==> src/rtl/core/key_matrix_event_scanner_unit_defines.svh <==
// Assertion macros shared by the key matrix event scanner.
// Both macros sample on clk and are disabled while rst is high.
`ifndef KEY_MATRIX_EVENT_SCANNER_UNIT_DEFINES_SVH
`define KEY_MATRIX_EVENT_SCANNER_UNIT_DEFINES_SVH
`ifndef SYNTHESIS
`define KMES_ASSERT(lbl, expr) \
  lbl: assert property (@(posedge clk) disable iff (rst) (expr)) \
    else $error("kmes: invariant violated");
`define KMES_ASSERT_IMPLY(lbl, ante, cons) \
  lbl: assert property (@(posedge clk) disable iff (rst) (ante) |-> (cons)) \
    else $error("kmes: implication violated");
`else
`define KMES_ASSERT(lbl, expr)
`define KMES_ASSERT_IMPLY(lbl, ante, cons)
`endif
`endif

==> src/rtl/core/kmes_pkg.sv <==
package kmes_pkg;

  // Matrix geometry
  localparam int DRIVE_LINES  = 6;
  localparam int SENSE_LINES  = 9;
  localparam int NUM_KEYS     = DRIVE_LINES * SENSE_LINES;

  // Field widths
  localparam int DRIVE_W      = 3;
  localparam int SENSE_BITS_W = 9;
  localparam int SENSE_IDX_W  = 4;
  localparam int KEY_W        = 6;
  localparam int CFG_IDX_W    = 1;
  localparam int CFG_DATA_W   = 6;

  // Front-to-back queue
  localparam int QUEUE_DEPTH  = 2;
  localparam int QPTR_W       = $clog2(QUEUE_DEPTH);
  localparam int QCNT_W       = $clog2(QUEUE_DEPTH + 1);

  // Configuration register indexes
  localparam logic [CFG_IDX_W-1:0] CFG_SHIFT_KEY = 1'b0;
  localparam logic [CFG_IDX_W-1:0] CFG_ALPHA_KEY = 1'b1;

  localparam logic [KEY_W-1:0] SHIFT_KEY_RESET = 6'd0;
  localparam logic [KEY_W-1:0] ALPHA_KEY_RESET = 6'd9;

  // Sticky modifier mode
  typedef enum logic [1:0] {
    MODE_NORMAL = 2'd0,
    MODE_SHIFT  = 2'd1,
    MODE_ALPHA  = 2'd2
  } mode_t;

  // Per-key record: released, or pressed-in-mode (mode + 1)
  typedef logic [1:0] rec_t;
  localparam rec_t REC_RELEASED = 2'd0;

  typedef rec_t [SENSE_LINES-1:0] row_t;

  // One in-range scan sample, as queued between front and back
  typedef struct packed {
    logic [DRIVE_W-1:0]     drive;
    logic [SENSE_LINES-1:0] bits;
  } item_t;

endpackage

==> src/rtl/core/kmes_front.sv <==
`include "key_matrix_event_scanner_unit_defines.svh"

module kmes_front import kmes_pkg::*; (
  input  logic                    clk,
  input  logic                    rst,
  // scan sample input
  input  logic                    in_valid,
  output logic                    in_ready,
  input  logic [DRIVE_W-1:0]      drive_line,
  input  logic [SENSE_BITS_W-1:0] sense_bits,
  // queue head toward the back end
  output logic                    head_valid,
  output item_t                   head,
  input  logic                    pop
);

  item_t             mem [QUEUE_DEPTH];
  logic [QPTR_W-1:0] wr_ptr;
  logic [QPTR_W-1:0] rd_ptr;
  logic [QCNT_W-1:0] count;
  logic              push;
  item_t             item_in;

  // Accept whenever there is room; out-of-range drive lines are dropped here
  assign in_ready   = (count != QCNT_W'(QUEUE_DEPTH));
  assign push       = in_valid && in_ready &&
                      ({1'b0, drive_line} < (DRIVE_W + 1)'(DRIVE_LINES));
  assign item_in    = '{drive: drive_line, bits: sense_bits[SENSE_LINES-1:0]};
  assign head_valid = (count != '0);
  assign head       = mem[rd_ptr];

  // Storage
  always_ff @(posedge clk) begin
    if (push) begin
      mem[wr_ptr] <= item_in;
    end
  end

  // Pointers and fill count
  always_ff @(posedge clk) begin
    if (rst) begin
      wr_ptr <= '0;
      rd_ptr <= '0;
      count  <= '0;
    end else begin
      if (push) begin
        wr_ptr <= wr_ptr + QPTR_W'(1);
      end
      if (pop) begin
        rd_ptr <= rd_ptr + QPTR_W'(1);
      end
      case ({push, pop})
        2'b10:   count <= count + QCNT_W'(1);
        2'b01:   count <= count - QCNT_W'(1);
        default: count <= count;
      endcase
    end
  end

  `KMES_ASSERT_IMPLY(a_empty_ptrs, count == '0, wr_ptr == rd_ptr)
  `KMES_ASSERT_IMPLY(a_pop_nonempty, pop, count != '0)

endmodule

==> src/rtl/core/kmes_back.sv <==
`include "key_matrix_event_scanner_unit_defines.svh"

module kmes_back import kmes_pkg::*; (
  input  logic                   clk,
  input  logic                   rst,
  // configuration writes
  input  logic                   cfg_wr_en,
  input  logic [CFG_IDX_W-1:0]   cfg_index,
  input  logic [CFG_DATA_W-1:0]  cfg_data,
  // queue head from the front end
  input  logic                   head_valid,
  input  item_t                  head,
  output logic                   pop,
  // event output
  output logic                   out_valid,
  input  logic                   out_ready,
  output logic                   is_press,
  output logic [DRIVE_W-1:0]     key_drive,
  output logic [SENSE_IDX_W-1:0] key_sense,
  output logic                   shift_flag,
  output logic                   alpha_flag,
  output logic                   last
);

  typedef enum logic [1:0] {
    ST_IDLE = 2'b01,
    ST_SCAN = 2'b10
  } seq_state_t;

  seq_state_t             state;
  logic [KEY_W-1:0]       shift_key;
  logic [KEY_W-1:0]       alpha_key;
  row_t                   rows [DRIVE_LINES];
  mode_t                  mode;
  logic [DRIVE_W-1:0]     drive;
  logic [KEY_W-1:0]       key_base;
  logic [SENSE_IDX_W-1:0] sense_idx;
  logic [SENSE_LINES-1:0] pending;
  row_t                   row_cur;

  row_t                   head_row;
  logic [SENSE_LINES-1:0] change;
  rec_t                   rec;
  logic [KEY_W-1:0]       pos;
  logic                   hit;
  logic                   stall;
  logic                   step;
  logic                   emit;
  logic                   press;
  logic [SENSE_LINES-1:0] pending_next;
  row_t                   row_upd;
  mode_t                  mode_next;
  mode_t                  ev_mode;
  logic                   done;

  // Key closure changes for the row at the queue head
  assign head_row = rows[head.drive];
  always_comb begin
    for (int s = 0; s < SENSE_LINES; s++) begin
      change[s] = (head_row[s] != REC_RELEASED) != head.bits[s];
    end
  end

  assign pop = (state == ST_IDLE) && head_valid;

  // One sense line per cycle unless a changed key waits on a stalled output register; only changed keys need it
  assign rec          = row_cur[sense_idx];
  assign pos          = key_base + KEY_W'(sense_idx);
  assign hit          = pending[sense_idx];
  assign stall        = hit && out_valid && !out_ready;
  assign step         = (state == ST_SCAN) && !stall;
  assign emit         = step && hit;
  assign press        = (rec == REC_RELEASED);
  assign pending_next = pending & ~(SENSE_LINES'(1) << sense_idx);
  assign done         = emit && (pending_next == '0);
  assign ev_mode      = press ? mode : mode_t'(rec - rec_t'(1));

  // Record update and next sticky mode
  always_comb begin
    row_upd   = row_cur;
    mode_next = mode;
    if (press) begin
      row_upd[sense_idx] = rec_t'(mode) + rec_t'(1);
      if (pos == shift_key) begin
        mode_next = MODE_SHIFT;
      end else if (pos == alpha_key) begin
        mode_next = MODE_ALPHA;
      end else begin
        mode_next = MODE_NORMAL;
      end
    end else begin
      row_upd[sense_idx] = REC_RELEASED;
    end
  end

  // Configuration registers
  always_ff @(posedge clk) begin
    if (rst) begin
      shift_key <= SHIFT_KEY_RESET;
      alpha_key <= ALPHA_KEY_RESET;
    end else if (cfg_wr_en) begin
      case (cfg_index)
        CFG_SHIFT_KEY: shift_key <= cfg_data;
        CFG_ALPHA_KEY: alpha_key <= cfg_data;
        default:       shift_key <= shift_key;
      endcase
    end
  end

  // Sequencer, key records and mode
  always_ff @(posedge clk) begin
    if (rst) begin
      state   <= ST_IDLE;
      mode    <= MODE_NORMAL;
      pending <= '0;
      for (int d = 0; d < DRIVE_LINES; d++) begin
        rows[d] <= '0;
      end
    end else begin
      case (state)
        ST_IDLE: begin
          if (pop && (change != '0)) begin
            state   <= ST_SCAN;
            pending <= change;
          end
        end
        ST_SCAN: begin
          if (emit) begin
            pending <= pending_next;
            mode    <= mode_next;
          end
          if (done) begin
            rows[drive] <= row_upd;
            state       <= ST_IDLE;
          end
        end
        default: state <= ST_IDLE;
      endcase
    end
  end

  // Scan context, no reset needed
  always_ff @(posedge clk) begin
    if (pop) begin
      drive     <= head.drive;
      key_base  <= KEY_W'(int'(head.drive) * SENSE_LINES);
      sense_idx <= '0;
      row_cur   <= head_row;
    end else if (step) begin
      sense_idx <= sense_idx + SENSE_IDX_W'(1);
      if (hit) begin
        row_cur <= row_upd;
      end
    end
  end

  // Output register
  always_ff @(posedge clk) begin
    if (rst) begin
      out_valid <= 1'b0;
    end else if (emit) begin
      out_valid <= 1'b1;
    end else if (out_ready) begin
      out_valid <= 1'b0;
    end
  end

  always_ff @(posedge clk) begin
    if (emit) begin
      is_press   <= press;
      key_drive  <= drive;
      key_sense  <= sense_idx;
      shift_flag <= (ev_mode == MODE_SHIFT);
      alpha_flag <= (ev_mode == MODE_ALPHA);
      last       <= (pending_next == '0);
    end
  end

  `KMES_ASSERT(a_scan_pending, (state == ST_SCAN) == (pending != '0))
  `KMES_ASSERT_IMPLY(a_sense_range, state == ST_SCAN, sense_idx < SENSE_IDX_W'(SENSE_LINES))
  `KMES_ASSERT_IMPLY(a_done_below, state == ST_SCAN, (pending & ~({SENSE_LINES{1'b1}} << sense_idx)) == '0)

endmodule

==> src/rtl/core/key_matrix_event_scanner_unit.sv <==
// Key matrix event scanner for a 6 by 9 key matrix.
// Input channel (in_valid/in_ready): one transfer per scanned drive line,
// carrying drive_line and its sampled sense_bits. Samples with a drive line
// outside the matrix are accepted and dropped.
// Output channel (out_valid/out_ready): one transfer per key whose state
// changed, in ascending sense order; last marks the final event of a sample.
// A sample with no change produces no transfer.
// Configuration: cfg_wr_en writes cfg_data into the register at cfg_index
// (0 shift key position, 1 alpha key position) in the same cycle.
// A two-entry queue sits between the input side and the scan sequencer.
// An event passes through the queue, the sequencer's load of its sample,
// a scan step for each sense line up to its key, and the output register.
// The sequencer steps through the sense lines up to the last changed key
// and takes the next sample from the queue only once it is back in idle.
// Reset (rst, synchronous): all keys released, mode normal, shift key 0,
// alpha key 9, queue and output register empty.
// A stalled receiver holds the current event; the sequencer waits on the next
// changed key and the queue absorbs up to two further samples.
module key_matrix_event_scanner_unit import kmes_pkg::*; (
  input  logic                    clk,
  input  logic                    rst,
  input  logic                    cfg_wr_en,
  input  logic [CFG_IDX_W-1:0]    cfg_index,
  input  logic [CFG_DATA_W-1:0]   cfg_data,
  input  logic                    in_valid,
  output logic                    in_ready,
  input  logic [DRIVE_W-1:0]      drive_line,
  input  logic [SENSE_BITS_W-1:0] sense_bits,
  output logic                    out_valid,
  input  logic                    out_ready,
  output logic                    is_press,
  output logic [DRIVE_W-1:0]      key_drive,
  output logic [SENSE_IDX_W-1:0]  key_sense,
  output logic                    shift_flag,
  output logic                    alpha_flag,
  output logic                    last
);

  logic  head_valid;
  item_t head;
  logic  pop;

  // Accept, range check and queue
  kmes_front u_front (
    .clk        (clk),
    .rst        (rst),
    .in_valid   (in_valid),
    .in_ready   (in_ready),
    .drive_line (drive_line),
    .sense_bits (sense_bits),
    .head_valid (head_valid),
    .head       (head),
    .pop        (pop)
  );

  // Per-key scan, records, mode and event output
  kmes_back u_back (
    .clk        (clk),
    .rst        (rst),
    .cfg_wr_en  (cfg_wr_en),
    .cfg_index  (cfg_index),
    .cfg_data   (cfg_data),
    .head_valid (head_valid),
    .head       (head),
    .pop        (pop),
    .out_valid  (out_valid),
    .out_ready  (out_ready),
    .is_press   (is_press),
    .key_drive  (key_drive),
    .key_sense  (key_sense),
    .shift_flag (shift_flag),
    .alpha_flag (alpha_flag),
    .last       (last)
  );

endmodule

==> config.mk <==
export PLATFORM = sky130hd
export DESIGN_NAME = key_matrix_event_scanner_unit
export DESIGN_NICKNAME = d
export VERILOG_FILES = /design/src/rtl/core/kmes_pkg.sv /design/src/rtl/core/kmes_front.sv /design/src/rtl/core/kmes_back.sv /design/src/rtl/core/key_matrix_event_scanner_unit.sv
export VERILOG_INCLUDE_DIRS = /design/src /design/src/rtl/core
export SDC_FILE = /design/constraint.sdc
export NUM_CORES = 1
export LEC_CHECK = 0
export CORE_MARGIN = 4
export CORE_UTILIZATION = 39
export DETAILED_ROUTE_END_ITERATION = 6
export DONT_BUFFER_PORTS = 1
export PLACE_DENSITY = 0.57
export SYNTH_ARGS = -nofsm -noshare
export SYNTH_HDL_FRONTEND = slang
export SYNTH_HIERARCHICAL = 1
export SYNTH_SLANG_ARGS = --single-unit
==> constraint.sdc <==
create_clock -name clk -period 3.73 [get_ports clk]
set_input_delay 0.5595 -clock clk [delete_from_list [all_inputs] [get_ports clk]]
set_output_delay 0.5595 -clock clk [all_outputs]
set_load 0.02 [all_outputs]
# Word-level counts from Yosys, hierarchy flattened
# Memory sizes are Yosys's and may differ from the RTL's. A register that Yosys moved wholly into a read port is not among the register bits.
# Cells that the tools add are included.
dict set report op_classes {
  n_addsub 8
  multipliers 1
  div 0
  order_cmp 3
  eq_ne 21
  n_shift 1
  n_mux 36
  n_bitwise 5
  reduce_logical 37
}
# operator count
set op_table {}
lappend op_table {{$mux W18} 5}
lappend op_table {{$reduce_bool A2 Y1} 15}
lappend op_table {{$and A18 B18 Y18} 1}
lappend op_table {{$bwmux W18} 1}
lappend op_table {{$mux W9} 2}
lappend op_table {{$not A18 Y18} 1}
lappend op_table {{$pmux W9 S2} 1}
lappend op_table {{$reduce_or A18 Y1} 1}
lappend op_table {{$mux W1} 14}
lappend op_table {{$mux W2} 7}
lappend op_table {{$eq A6 B6 Y1} 2}
lappend op_table {{$logic_and A1 B1 Y1} 10}
lappend op_table {{$and A9 B9 Y9} 1}
lappend op_table {{$logic_not A9 Y1} 1}
lappend op_table {{$ne A1 B1 Y1} 9}
lappend op_table {{$not A9 Y9} 1}
lappend op_table {{$reduce_bool A9 Y1} 1}
lappend op_table {{$shl A1 B4 Y9 const A} 1}
lappend op_table {{$bmux W2 S4} 1}
lappend op_table {{$demux W2 S4} 1}
lappend op_table {{$pmux W2 S2} 2}
lappend op_table {{$reduce_and A2 Y1} 4}
lappend op_table {{$add A6 B4 Y6} 1}
lappend op_table {{$eq A2 B1 Y1 const B} 3}
lappend op_table {{other kinds (17)} 26}
dict set report totals {
  register_bits 72
  latch_bits 0
  mem_bits_rw 132
  romBits 0
  inputBits 24
  output_inout_bits 13
  elab_cells 141
  mem_count 2
}
# name words word_bits rd rd_clocked_by_memory_dff write_ports line
set memory_table {}
lappend memory_table {u_back.rows 6 18 1 0 6 kmes_back.sv:33} ;# row_t rows [DRIVE_LINES];
lappend memory_table {u_front.mem 2 12 1 1 1 kmes_front.sv:17} ;# item_t mem [QUEUE_DEPTH];

# Logic depth before layout (Yosys ltp)
# Gate-level depths: netlist of the first run.
dict set report depth {
  word_depth 14
  ltp_mapped 14
  depth_no_buf 10
}

# Cells and area by module
# The synthesis of the first run kept the hierarchy.
# module n_inst cells_per_inst area_per_inst_um2 seq_area_each_um2
set modules_own_cells {}
lappend modules_own_cells {kmes_back 1 766 9867.0 5885.6}
lappend modules_own_cells {kmes_front 1 62 1083.5 820.8}

# Worst setup path after synthesis of the first run
# Ideal clock, no wire load.
dict set report synth_path {
  path_kind {register -> register}
  start {register u_back.sense_idx[1]}
  end {memory u_back/rows[5][0] in the netlist's numbering (enable)}
  setup_ps 421
  t_arrival_ps 3272
  required_time_ps 3309
  slack_ps 37
  path_stages_with_launch 11
  n_path_buf 2
  synth_period_minus_slack_ps 3693
  cell_sequence {dfxtp_1 > clkbuf_1 > inv_1 > ha_1 > or3b_1 > buf_2 > a21oi_2 > nor2_1 > nor3_4 > nand2b_2 > o31ai_1}
}
# item line
set synth_rtl {}
lappend synth_rtl {{start: declaration} kmes_back.sv:37} ;# logic [SENSE_IDX_W-1:0] sense_idx;
lappend synth_rtl {{start signal: assignment} kmes_back.sv:150} ;# sense_idx <= sense_idx + SENSE_IDX_W'(1);
lappend synth_rtl {{end: declaration} kmes_back.sv:33}

==> results.py, run 1 <==
metrics = {
    "timing": {
        "layout_min_cycle_time_ns": 3.37,
        "skew_ns": 0.0143,
        "rsz0062_at_grt": "no",
        "fin_crit_sh_pct": 90.4,
        "fmax_ghz": 0.297,
        "slew_headroom_pct": 23.9,
        "setup_tns_ns": 0,
        "hold_viol": 0,
        "drv_slew": 0,
        "setup_viol": 0,
        "worst_pin_slew_ns": 1.14,
    },
    "clocking": {
        "clkTransAtPathRegs_ns": 0.06,
        "clk_latency_ns": 0.53,
        "h-tree-depth": 1,
        "ctsHoldBuffers": 0,
        "postCtsSetupRepairBufs": 0,
        "cts_tree": "yes",
        "numCtsBuffers": 26,
        "cts_resized": 0,
        "cts.sinks": 235,
        "cts_max_path_buffers": 3,
        "cts-root-buf": "clkbuf_16",
    },
    "synth": {
        "synth_top_cell_area_share_pct": 54.8,
        "yosysSeqAreaShare_pct": 61.2,
        "synth_top_family_by_area": "multiplexers",
        "synth_ff_type": "edfxtp_1",
        "synth_compound_area_share_pct": 5.50,
        "synth.most_common_cell": "edfxtp_1",
        "synth_area_per_cell_um2": 13.2,
        "netlist_area_um2": 11000,
        "synthTopCellsByCount": "200 x edfxtp_1, 129 x nor2_1, 67 x nand2_1",
        "synth_top_area_cell": "edfxtp_1",
        "synth.area.top_cells": "edfxtp_1 55%, dfxtp_1 6.4%, mux4_2 5.1%, nor2_1 4.4%, mux2i_1 3.9%",
        "synthAdderAreaFrac_pct": 1.44,
        "synth_mux_area_share_pct": 14.1,
        "synth_edf_count": 200,
        "synth_nets": 864,
        "synth_xor_area_share_pct": 2.40,
        "async_reset_ff_share_pct": 0,
        "ys_ff_latch": 235,
        "synth_warnings": 6,
        "synthCells": 828,
        "synth_simple_gate_area_share_pct": 12.3,
        "synth_cell_types": 65,
    },
    "power": {
        "power.switching_mw": 2.63,
        "intPower_mw": 5.80,
        "pwr-share-comb_pct": 27.3,
        "ir_drop_mv": 0.347,
        "p_leak_nw": 4.60,
        "clkPwrFrac_pct": 31.3,
        "power_density_nw_per_um2": 682,
        "p_seq_share_pct": 41.4,
        "switching_share_pct": 31.2,
    },
    "placement": {
        "dpl.hpwl_um": 17100,
        "numPortBuffers": 0,
        "place_congestion": 0.841,
        "place_area_um2": 11500,
    },
    "worst_setup_path": {
        "worstSetupPathType": "flip-flop to flip-flop",
        "worstPathMaxFanout": 12,
        "crit_arrival_ns": 3.75,
        "crit_chain": "buf_4 > mux2_2 > a22oi_1 > o32ai_1 > or3_1 > o21ai_1 > nand2_1 > nor2_1",
        "slowest_delay_ns": 0.63,
        "required_ns": 4.11,
        "cp_slowest_cell": "or3_1",
        "cp-end-kind": "flip-flop",
        "start_kind": "flip-flop",
    },
    "finish": {
        "regArea_um2": 6710,
        "final_nets": 879,
        "drive_gt1_share_pct": 15.6,
        "multi_input_area_um2": 3940,
        "area_delta_synth_final_pct": 12.9,
        "final_area_um2": 12400,
        "fillers": 2527,
        "antenna_cells": 0,
    },
    "floorplanning": {
        "die_w_um": 176,
        "die_area_um2": 30800,
        "start_util_pct": 39.5,
        "die_h_um": 176,
        "core_area_um2": 27700,
        "io_pins": 37,
        "rows": 61,
    },
    "routing": {
        "wire_per_inst_um": 21.0,
        "dr_total_vias": 6618,
        "drc": 0,
        "drtAntennaViolNets": 0,
        "routed_via_density": 5.33,
        "drt_wl_total_um": 26000,
        "drt_iter0_drc": 576,
        "drtPass1Iterations": 5,
    },
    "hold_path": {
        "hold_class": "input pin to flip-flop",
    },
    "grt": {
        "grt_max_degree": 58,
        "first_global_vias": 6697,
        "grtUsageTotal_pct": 16.9,
        "antenna_found_initial": 0,
        "grt_pass1_wl_um": 40000,
        "grt_overflow_total": 0,
    },
    "flow_run": {
        "max-cap-violations": 0,
    },
    "status": {
        "status": "completed",
    },
}
-- path summary, 6_finish.rpt --
path                                                       start                               end  slack [ns]  depth (start not counted)
worst max-delay path            u_back/sense_idx[2]$_SDFFE_PP0P_   u_back/rows[1][0]$_SDFFCE_PN0P_        0.36                          8
worst min-delay path                                         rst     u_front/count[1]$_SDFFE_PP0P_        0.11                          1
worst max register to register  u_back/sense_idx[2]$_SDFFE_PP0P_   u_back/rows[1][0]$_SDFFCE_PN0P_        0.36                          8
worst min register to register  u_back/alpha_key[1]$_SDFFE_PP0P_  u_back/alpha_key[1]$_SDFFE_PP0P_        0.47                          2
-- metal layers --
layer / vias up / GRT usage [%] / share of wire [%]
li1: 3075 / - / -
met1: 3326 / 23.2 / 45
met2: 162 / 26.9 / 46
met3: 55 / 2.82 / 4.7
met4: 0 / 6.89 / 4.2
met5: - / 0 / 0
-- cells by family after synthesis --
| kind of cell | after synthesis |
|---|---|
| flops | 235 |
| compound gates | 93 |
| xor+xnor | 30 |
| mux | 100 |
| buf+inv | 71 |
| simple gates | 287 |
| fa+ha+maj | 12 |
-- per-stage QoR --
stage | utilization [%] | instances | power, mW | setup WS, ns | hold WS, ns
after floorplan | - | 828 | 5.20 | 0.0371 | 0.448
after global placement | 41.4 | 1193 | 5.81 | 0.430 | 0.458
after detailed placement | 41.4 | 1193 | 5.83 | 0.461 | 0.464
after CTS | 44.6 | 1241 | 8.48 | 0.433 | 0.0852
after global routing | 44.6 | 1241 | 8.85 | 0.136 | 0.0926
final | 44.6 | 1241 | 8.42 | 0.357 | 0.110
-- cell type report --
class	instances	share of cell area, %
Tap cell	378	3.83
Sequential cell	235	54.3
Multi-Input combinational cell	522	31.8
Clock inverter	16	1.43
Clock buffer	32	5.70
Inverter	29	0.881
Timing Repair Buffer	29	2.07
-- power by group through the flow --
stage	Combinational (mW)	Sequential, mW	Clock [mW]
6_report	2.30	3.49	2.64
5_1_grt	2.53	3.52	2.81
4_1_cts	2.31	3.48	2.69
3_5_place_dp	2.30	3.53	0
3_3_place_gp	2.28	3.53	0
2_1_floorplan	1.77	3.42	0
-- flip-flops by register name, indices dropped and copies added (netlist names), 3 cells and up, named ones only --
| name | count |
|---|---|
| u_back/row_cur | 18 |
| u_back/pending | 9 |
| u_back/key_drive | 3 |
| u_back/alpha_key | 6 |
| u_back/sense_idx | 4 |
| u_back/shift_key | 6 |
| u_back/key_sense | 4 |
| u_front/mem | 24 |
| u_back/rows | 144 |
-- cell usage in the layout, fill, tap and decap left out, types with 5 or more instances in the layout --
cell,n
clkbuf_16,27
nand3_1,14
nand2_1,67
nand2b_1,13
mux2_2,19
inv_1,29
xor2_1,17
nand3b_1,5
buf_4,26
nor2_1,127
edfxtp_1,200
dfxtp_1,35
clkinv_1,7
mux2i_1,43
mux4_1,13
a21oi_1,44
nor4_1,5
xnor2_1,13
o21ai_0,9
mux4_2,25
nor3_1,10
o21ai_1,11
nor2b_1,18
ha_1,11
-- critical path: cells and delay by family (launching register included) --
| kind | cells | cell delay (ns) |
|---|---|---|
| simple gates | 3 | 1.07 |
| flops | 1 | 0.57 |
| compound gates | 3 | 0.87 |
| buf+inv | 1 | 0.29 |
| mux | 1 | 0.39 |
No activity file was read; power rests on OpenSTA's default activity.
==> run 2, diff against run 1 <==
- clock period: 3.73 -> 2.83 ns (I/O delays scaled with it)
==> results.py, run 2 (synthesis gave the netlist of run 1 again) <==
metrics = {
    "worst_setup_path": {
        "worstSetupPathType": "flip-flop to flip-flop",
        "slowest_delay_ns": 0.54,
        "required_ns": 3.27,
        "path_common_cell": "nor3_4",
        "timing.critical_path.buf_inv": 2,
        "start_kind": "flip-flop",
        "cp-end-kind": "flip-flop",
        "crit_chain": "buf_6 > mux2_4 > buf_12 > nor3_4 > a21oi_1 > mux4_2 > xor2_2 > nor3_4 > a31oi_4 > o41ai_2",
        "cp_slowest_cell": "mux4_2",
        "crit_family": "multiplexers",
        "worstPathMaxFanout": 8,
        "r2r_slack_ns": -0.02,
        "crit_arrival_ns": 3.29,
        "rr_worst_depth": 10,
        "reg2reg_to": "u_back/pending[0]$_SDFFE_PP0P_",
    },
    "power": {
        "intPower_mw": 8.17,
        "power.switching_mw": 3.86,
        "p_leak_nw": 5.27,
        "ir_drop_mv": 0.451,
        "p_seq_share_pct": 38.0,
        "switching_share_pct": 32.1,
        "clkPwrFrac_pct": 26.5,
        "pwr-share-comb_pct": 35.5,
        "power_density_nw_per_um2": 863,
        "finalPower_mw": 12.0,
    },
    "clocking": {
        "ctsHoldBuffers": 27,
        "cts.sinks": 235,
        "clk_latency_ns": 0.54,
        "clkTransAtPathRegs_ns": 0.06,
        "numCtsBuffers": 27,
        "cts-root-buf": "clkbuf_16",
        "cts_max_path_buffers": 3,
        "h-tree-depth": 1,
        "cts_tree": "yes",
    },
    "finish": {
        "final_nets": 992,
        "area_delta_synth_final_pct": 27.3,
        "largest_reg_flops": 144,
        "instances_no_fill": 1354,
        "antenna_cells": 0,
        "final_cell_mix": "200 x edfxtp_1, 124 x nor2_1, 85 x buf_4",
        "top_regs": "u_back/rows: 144 flops, u_front/mem: 24 flops, u_back/row_cur: 18 flops",
        "final_common_cell": "edfxtp_1",
        "drive_gt1_share_pct": 30.3,
        "top_register": "u_back/rows",
    },
    "timing": {
        "worst_pin_slew_ns": 1.11,
        "skew_ns": 0.00927,
        "rsz0062_at_grt": "yes",
        "setup_viol": 2,
        "hold_viol": 5,
        "holdWs_ns": -0.0361,
        "fin_ws_ns": -0.0172,
        "drv_slew": 0,
        "fin_crit_sh_pct": 101,
        "layout_min_cycle_time_ns": 2.85,
        "fmax_ghz": 0.351,
        "slew_headroom_pct": 26.2,
    },
    "status": {
        "failed_checks": "hold timing, setup timing",
        "status": "complete, but fails checks",
    },
    "hold_path": {
        "hold_depth": 1,
        "hold_class": "input pin to flip-flop",
        "min_to": "u_back/state[1]$_SDFFE_PP0P_",
        "min-delay-start": "rst",
    },
    "grt": {
        "grt_max_degree": 37,
        "grt_pass1_wl_um": 44300,
        "grtUsageTotal_pct": 18.8,
        "antenna_found_initial": 0,
        "grt_overflow_total": 0,
        "first_global_vias": 7194,
    },
    "routing": {
        "wire_per_inst_um": 22.0,
        "routed_via_density": 5.34,
        "drc": 0,
        "drt_wl_total_um": 29800,
        "drtAntennaViolNets": 0,
        "drt_iter0_drc": 599,
        "drtPass1Iterations": 5,
        "dr_total_vias": 7226,
    },
    "floorplanning": {
        "die_area_um2": 30800,
        "start_util_pct": 39.5,
        "core_area_um2": 27700,
        "die_w_um": 176,
        "die_h_um": 176,
        "rows": 61,
        "io_pins": 37,
    },
    "flow_run": {
        "max-cap-violations": 0,
    },
    "placement": {
        "dpl.cell_count": 1245,
        "dpl.hpwl_um": 18400,
        "place_congestion": 0.847,
        "numPortBuffers": 0,
    },
}
[run 2: changes by cell type in the layout (fill, tap and decap cells not counted), moves of 6 or more]
cell           change
mux4_2             +8
mux4_1             -8
nand2_2            +8
nor3_1             -7
buf_4             +59
nand2_1           -13
buf_12            +10
xor2_2             +6
mux2i_1            -8
xor2_1             -8
dlygate4sd3_1     +27
[run 2: through the flow]
stage | setup WS (ns) | area, µm² | hold WS [ns] | util (%) | setup TNS [ns]
global route | -0.129 | 13900 | -0.0500 | 50.3 | -0.804
finish | -0.0172 | 13900 | -0.0361 | 50.3 | -0.0283
global placement | -0.112 | 12100 | 0.449 | 43.5 | -1.12
CTS | -0.0371 | 13400 | -0.0606 | 48.4 | -0.105
detailed placement | -0.157 | 12100 | 0.460 | 43.5 | -2.06
floorplan | -0.00135 | 11100 | 0.448 | - | -0.0243
[run 2: layer usage]
layer / GRT usage, % / vias to the layer above / share of wire, %
li1: - / 3303 / -
met1: 25.9 / 3665 / 44
met2: 31.1 / 216 / 48
met3: 3.19 / 42 / 5.3
met4: 5.04 / 0 / 2.5
met5: 0 / - / 0
[run 2: cell type report]
class | count | area, µm²
multi-input combinational | 527 | 4450
clock buffer | 38 | 757
inverter | 29 | 119
sequential | 235 | 6720
timing repair buffer | 136 | 1370
clock inverter | 11 | 56.3
tap | 378 | 473
fill | 2433 | 13800
[run 2: how the worst max path moves through the flow]
stage	start	cells past startpoint	to
after floorplan	u_back/sense_idx[1]$_SDFFE_PP0P_	13	u_back/rows[4][0]$_SDFFCE_PN0P_
after CTS	u_front/mem[0][10]$_DFFE_PP_	11	u_back/state[0]$_SDFFE_PP1P_
final	flip-flop	10	u_back/pending[0]$_SDFFE_PP0P_
after detailed placement	flip-flop	10	u_back/state[0]$_SDFFE_PP1P_
after global routing	flip-flop	10	u_back/pending[0]$_SDFFE_PP0P_
after global placement	flip-flop	10	u_back/state[0]$_SDFFE_PP1P_
[run 2: timing repair]
| item | 4_1_cts | 5_1_grt |
|---|---|---|
| hold endpoints to repair | 48 | 9 |
| setup buffers | 6 | 17 |
| gates cloned | 4 | 7 |
| pin swaps | 5 | 26 |
| resized for setup | 30 | 75 |
| endpoints found under the setup margin | 54 | 250 |
[run 2: power by group through the flow]
| stage | clock network [mW] | registers (mW) | logic (mW) |
|---|---|---|---|
| global placement | 0 | 4.60 | 3.57 |
| finish | 3.19 | 4.57 | 4.27 |
| global route | 3.43 | 4.61 | 4.57 |
| CTS | 3.27 | 4.54 | 3.91 |
| detailed placement | 0 | 4.61 | 3.58 |
| floorplan | 0 | 4.51 | 2.43 |
